==> src/rtl/ttb_pkg.sv <==
// Shared types and constants for the travelled trail buffer.
// No dependencies; imported by every module of the block.
`timescale 1ns / 1ps

package ttb_pkg;

   localparam int TRAIL_DEPTH_DEFAULT = 64;
   localparam int COORD_W             = 24;
   localparam int SQ_W                = 2 * COORD_W;
   localparam int DIST_W              = SQ_W + 1;

   // Configuration register indexes
   localparam logic CSR_RESOLUTION   = 1'b0;
   localparam logic CSR_RESET_RADIUS = 1'b1;

   typedef enum logic [1:0] {
      STAT_UPDATED   = 2'd0,
      STAT_UNCHANGED = 2'd1,
      STAT_NO_POSE   = 2'd2
   } status_type;

   // What a transaction in the distance pipeline computes
   typedef enum logic [2:0] {
      KIND_RES,
      KIND_RAD,
      KIND_MAX,
      KIND_LAST,
      KIND_SCAN,
      KIND_PRUNE,
      KIND_EMIT
   } kind_type;

   typedef enum logic [4:0] {
      ST_IDLE,
      ST_CHECK,
      ST_PRE_RES,
      ST_PRE_RAD,
      ST_PRE_MAX,
      ST_PRE_LAST,
      ST_PRE_WAIT,
      ST_DECIDE,
      ST_SCAN,
      ST_SCAN_WAIT,
      ST_TRUNC,
      ST_APPEND,
      ST_PRUNE,
      ST_PRUNE_WAIT,
      ST_PRUNE_APPLY,
      ST_EMIT,
      ST_EMIT_WAIT
   } state_type;

   typedef struct packed {
      logic       load;
      logic       iss_valid;
      kind_type   iss_kind;
      logic       cnt_clear;
      logic       cnt_inc;
      logic       scan_init;
      logic       truncate;
      logic       append;
      logic       restart;
      logic       prune_init;
      logic       prune_apply;
      logic       single;
      status_type single_status;
   } ctl_cmd_type;

   typedef struct packed {
      logic pose_valid;
      logic len_zero;
      logic len_ge2;
      logic maxd_zero;
      logic below_res;
      logic within_rad;
      logic cnt_scan_end;
      logic cnt_last;
      logic pipe_busy;
   } dp_stat_type;

endpackage

==> src/rtl/ttb_ctrl.sv <==
// Sequencer of the travelled trail buffer: steps one transaction through
// check, scan, truncate, append, prune and emit. Depends on ttb_pkg.
`timescale 1ns / 1ps

module ttb_ctrl import ttb_pkg::*; (
   input  logic        clock,
   input  logic        reset,
   input  logic        start,
   output logic        busy,
   input  dp_stat_type stat,
   output ctl_cmd_type cmd
);

   state_type st_ff, st_in;

   always_ff @(posedge clock) begin
      if (reset) begin
         st_ff <= ST_IDLE;
      end else begin
         st_ff <= st_in;
      end
   end

   always_comb begin
      st_in = st_ff;
      case (st_ff)
         ST_IDLE:     if (start) st_in = ST_CHECK;
         ST_CHECK:    st_in = stat.pose_valid ? ST_PRE_RES : ST_IDLE;
         ST_PRE_RES:  st_in = ST_PRE_RAD;
         ST_PRE_RAD:  st_in = ST_PRE_MAX;
         ST_PRE_MAX:  st_in = ST_PRE_LAST;
         ST_PRE_LAST: st_in = ST_PRE_WAIT;
         ST_PRE_WAIT: if (!stat.pipe_busy) st_in = ST_DECIDE;
         ST_DECIDE: begin
            if (stat.maxd_zero) begin
               st_in = (stat.within_rad && !stat.len_zero) ? ST_IDLE : ST_EMIT;
            end else if (!stat.len_zero && stat.below_res) begin
               st_in = ST_IDLE;
            end else if (stat.len_ge2) begin
               st_in = ST_SCAN;
            end else begin
               st_in = ST_APPEND;
            end
         end
         ST_SCAN:      if (stat.cnt_scan_end) st_in = ST_SCAN_WAIT;
         ST_SCAN_WAIT: if (!stat.pipe_busy) st_in = ST_TRUNC;
         ST_TRUNC:     st_in = ST_APPEND;
         ST_APPEND:    st_in = ST_PRUNE;
         ST_PRUNE: begin
            if (stat.len_zero || stat.cnt_last) st_in = ST_PRUNE_WAIT;
         end
         ST_PRUNE_WAIT:  if (!stat.pipe_busy) st_in = ST_PRUNE_APPLY;
         ST_PRUNE_APPLY: st_in = ST_EMIT;
         ST_EMIT: begin
            if (stat.len_zero) begin
               st_in = ST_IDLE;
            end else if (stat.cnt_last) begin
               st_in = ST_EMIT_WAIT;
            end
         end
         ST_EMIT_WAIT: if (!stat.pipe_busy) st_in = ST_IDLE;
         default:      st_in = ST_IDLE;
      endcase
   end

   always_comb begin
      cmd = '0;
      cmd.iss_kind = KIND_RES;
      cmd.single_status = STAT_UPDATED;
      case (st_ff)
         ST_IDLE: cmd.load = start;
         ST_CHECK: begin
            cmd.single        = !stat.pose_valid;
            cmd.single_status = STAT_NO_POSE;
         end
         ST_PRE_RES: begin
            cmd.iss_valid = 1'b1;
            cmd.iss_kind  = KIND_RES;
         end
         ST_PRE_RAD: begin
            cmd.iss_valid = 1'b1;
            cmd.iss_kind  = KIND_RAD;
         end
         ST_PRE_MAX: begin
            cmd.iss_valid = 1'b1;
            cmd.iss_kind  = KIND_MAX;
         end
         ST_PRE_LAST: begin
            cmd.iss_valid = !stat.len_zero;
            cmd.iss_kind  = KIND_LAST;
         end
         ST_DECIDE: begin
            cmd.single_status = STAT_UNCHANGED;
            if (stat.maxd_zero) begin
               if (stat.within_rad && !stat.len_zero) begin
                  cmd.single = 1'b1;
               end else begin
                  cmd.restart   = 1'b1;
                  cmd.cnt_clear = 1'b1;
               end
            end else if (!stat.len_zero && stat.below_res) begin
               cmd.single = 1'b1;
            end else if (stat.len_ge2) begin
               cmd.scan_init = 1'b1;
               cmd.cnt_clear = 1'b1;
            end
         end
         ST_SCAN: begin
            cmd.iss_valid = 1'b1;
            cmd.iss_kind  = KIND_SCAN;
            cmd.cnt_inc   = 1'b1;
         end
         ST_TRUNC: cmd.truncate = 1'b1;
         ST_APPEND: begin
            cmd.append     = 1'b1;
            cmd.prune_init = 1'b1;
         end
         ST_PRUNE: begin
            cmd.iss_valid = !stat.len_zero;
            cmd.iss_kind  = KIND_PRUNE;
            cmd.cnt_inc   = !stat.len_zero;
         end
         ST_PRUNE_APPLY: begin
            cmd.prune_apply = 1'b1;
            cmd.cnt_clear   = 1'b1;
         end
         ST_EMIT: begin
            cmd.single    = stat.len_zero;
            cmd.iss_valid = !stat.len_zero;
            cmd.iss_kind  = KIND_EMIT;
            cmd.cnt_inc   = !stat.len_zero;
         end
         default: ;
      endcase
   end

   assign busy = (st_ff != ST_IDLE);

endmodule

==> config.mk <==
export PLATFORM = sky130hd
export DESIGN_NAME = ttb_ctrl
export DESIGN_NICKNAME = d
export VERILOG_FILES = /design/src/rtl/ttb_pkg.sv /design/src/rtl/ttb_ctrl.sv
export SDC_FILE = /design/constraint.sdc
export NUM_CORES = 1
export LEC_CHECK = 0
export ABC_AREA = 1
export BUFFER_PORTS_ARGS = -buffer_cell sky130_fd_sc_hd__buf_2
export CAP_MARGIN = 20
export CORE_ASPECT_RATIO = 0.8
export CORE_MARGIN = 10
export CORE_UTILIZATION = 25
export CTS_CLUSTER_SIZE = 40
export DETAILED_ROUTE_END_ITERATION = 6
export HOLD_SLACK_MARGIN = 0.12
export RECOVER_POWER = 25
export REMOVE_ABC_BUFFERS = 1
export SLEW_MARGIN = 25
export SYNTH_ARGS = -nofsm -noshare
export SYNTH_HDL_FRONTEND = slang
export SYNTH_SLANG_ARGS = --single-unit
==> constraint.sdc <==
create_clock -name clock -period 3.5 [get_ports clock]
set_input_delay 1.05 -clock clock [delete_from_list [all_inputs] [get_ports clock]]
set_output_delay 1.05 -clock clock [all_outputs]
set_load 0.005 [all_outputs]
==> results_dict.tcl <==
set metrics [dict create \
    status "finished clean" \
    period_share 0.859 \
    clock_path_buffers 2 \
    drv_cap 0 \
    worstMarginPinSlew_ns 0.350 \
    ys_ff_latch 5 \
    grt_max_degree 10 \
    crit_arrival_ns 1.96 \
    synth_top_area_share 0.193 \
    regMostFlops "st_ff" \
    max_freq_mhz 333 \
    cts-buffers-inserted 3 \
    worst_path_max_delay_cell "or3_1" \
    cts_root_buf "clkbuf_4" \
    vias 881 \
    slowest_delay_ns 0.33 \
    wire_per_inst_um 10.7 \
    hold_slack_ns 0.574 \
    yosysUniqueCellTypes 24 \
    path_max_fanout 6 \
    post_cts_resized 0 \
    fillers 336 \
    p_per_area_nw_per_um2 450 \
    synthXorXnorAreaFrac 0 \
    cp-start-kind "input pin" \
    num_antenna_cells 0 \
    vdd_drop_max_mv 0.248 \
    p_leak_nw 0.521 \
    first_global_vias 811 \
    period_needed_ns 3.01 \
    final_max_slew_viol_count 0 \
    die_y_um 67.4 \
    core-area_um2 2720 \
    max_slew_margin 0.766 \
    hold_path_class "register to register" \
    overflow 0 \
    portBuffers 28 \
    finalNetCount 173 \
    setup_tns_ns 0 \
    start_util 0.258 \
    cp_cell_sequence "clkbuf_1 > inv_1 > nand2_1 > nand2_1 > nor2_1 > or3_1 > buf_2" \
    antenna_found_initial 0 \
    pre_cts_slack_ns 0.527 \
    die_area_um2 5340 \
    synthArstFlopShare 0 \
    ios 29 \
    drive_gt1_frac 0.275 \
    largest_register_ffs 5 \
    worstSkewPairLatency_ns 0.24 \
    clkTransAtPathRegs_ns 0.04 \
    cts.sinks 5 \
    die_width_um 79.2 \
    antenna_left 0 \
    dr.pass1.iters 4 \
    setup_ws_ns 0.493 \
    ctsHoldBuffers 0 \
    synth_common_cells "nand2_1, nor2_1, inv_1" \
    synth_area_um2 702 \
    synth_mux_area_frac 0 \
    finClkSkew_ns 0.00234 \
    synthCells 131 \
    dp_hpwl_um 1810 \
    placement_rows 17 \
    drt_iter0_markers 52 \
    reg_top3 "st_ff x5" \
    area_delta_synth_final_pct 24.1 \
    path_common_cell "nand2_1" \
    synth-adder-area-share 0 \
    yosysTopAreaCell "nand2_1" \
    cpLargestDelayFamily "simple AND/OR/NAND/NOR gates" \
    end_kind "output port" \
    power_uw 391 \
    synth_top_family_by_area "simple AND/OR/NAND/NOR gates" \
    drc 0 \
    wl_um 2130 \
    track_usage 0.0803 \
    grt_pass1_wl_um 3530 \
    ys.flop_type "dfxtp_1" \
    cts_tree "done" \
    htree_levels 1 \
    hold_violations 0 \
    gp_congestion 0.810 \
    vias_per_cell 4.45 \
    worst-path-buf-inv 3 \
    synth_area_leaders "nand2_1, dfxtp_1, nor2_1" \
    synth_edf_count 0 \
    setup_viol 0 \
    rsz0062_at_grt "false" \
    crit_required_ns 2.45 \
    synth_simple_gate_area_share 0.549 \
    synth-seq-area-share 0.143 \
    synth_compound_area_frac 0.148 \
    synth.avg_cell_area_um2 5.36 \
    post_cts_buffers 0 \
    synth.most_common_cell "nand2_1" \
    worstSetupPathType "input pin to output port" \
    ys.warnings.count 0 \
]
-- cells in the final DEF, fill, tap and decap left out, types with 2 or more instances in the layout --
cell type and n:
a21oi_1 7, nand2_2 2, inv_2 5, o211ai_1 2
nor2_1 24, nor3_1 2, inv_1 16, nand3_1 12
clkbuf_4 3, o21ai_0 5, dfxtp_1 5, clkbuf_1 2
nand2_1 36, nor2_2 2, nand3_2 2, buf_2 27
-- layout make-up --
class | count | area, µm² | share of cell area
inverters | 22 | 82.6 | 0.0948
clock buffers | 4 | 26.3 | 0.0302
well taps | 38 | 47.5 | 0.0546
repair buffers | 28 | 139 | 0.159
flip-flops and latches | 5 | 100 | 0.115
multi-input cells | 101 | 475 | 0.546
-- where the power goes --
part	switching (mW)	total [mW]	internal (mW)	leakage, nW
registers	0.0287	0.0984	0.0697	0.0408
clock network	0.0223	0.0653	0.0430	0.0150
logic	0.147	0.228	0.0811	0.465
-- worst reg2reg max path, delay by kind of cell, from the launching register on --
kind	cells	cell delay, ns
AND/OR/NAND/NOR	7	0.74
flip-flops	1	0.48
buffers and inverters	1	0.15
AO/OA/AOI/OAI	1	0.13
-- worst paths after layout --
path,startpoint,end,slack [ns],cells past startpoint
max,stat[7],cmd[10],0.49,7
min reg2reg,st_ff[3]$_SDFFE_PP0P_,st_ff[3]$_SDFFE_PP0P_,0.57,2
min,st_ff[3]$_SDFFE_PP0P_,st_ff[3]$_SDFFE_PP0P_,0.57,2
max reg2reg,st_ff[4]$_SDFFE_PP0P_,st_ff[4]$_SDFFE_PP0P_,1.90,9
-- cell families after synthesis --
logic type,Yosys count
buffers and inverters,25
DFF,5
and+or+nand+nor,84
AOI/OAI and AO/OA,17
-- through the flow --
step,instances,util,instance area [µm²]
detailed placement,194,0.316,860
global route,198,0.320,871
floorplan,128,-,672
global placement,194,0.316,860
CTS,198,0.325,886
finish,198,0.320,871
-- per-layer routing --
layer  part of all wire  wire [µm]  GRT usage
met3              0.046         98     0.0159
met2               0.47       1000      0.138
met5                  0          0          0
met1               0.48       1020     0.0963
met4             0.0047         10     0.0335
(Power assumes the default switching activity.)
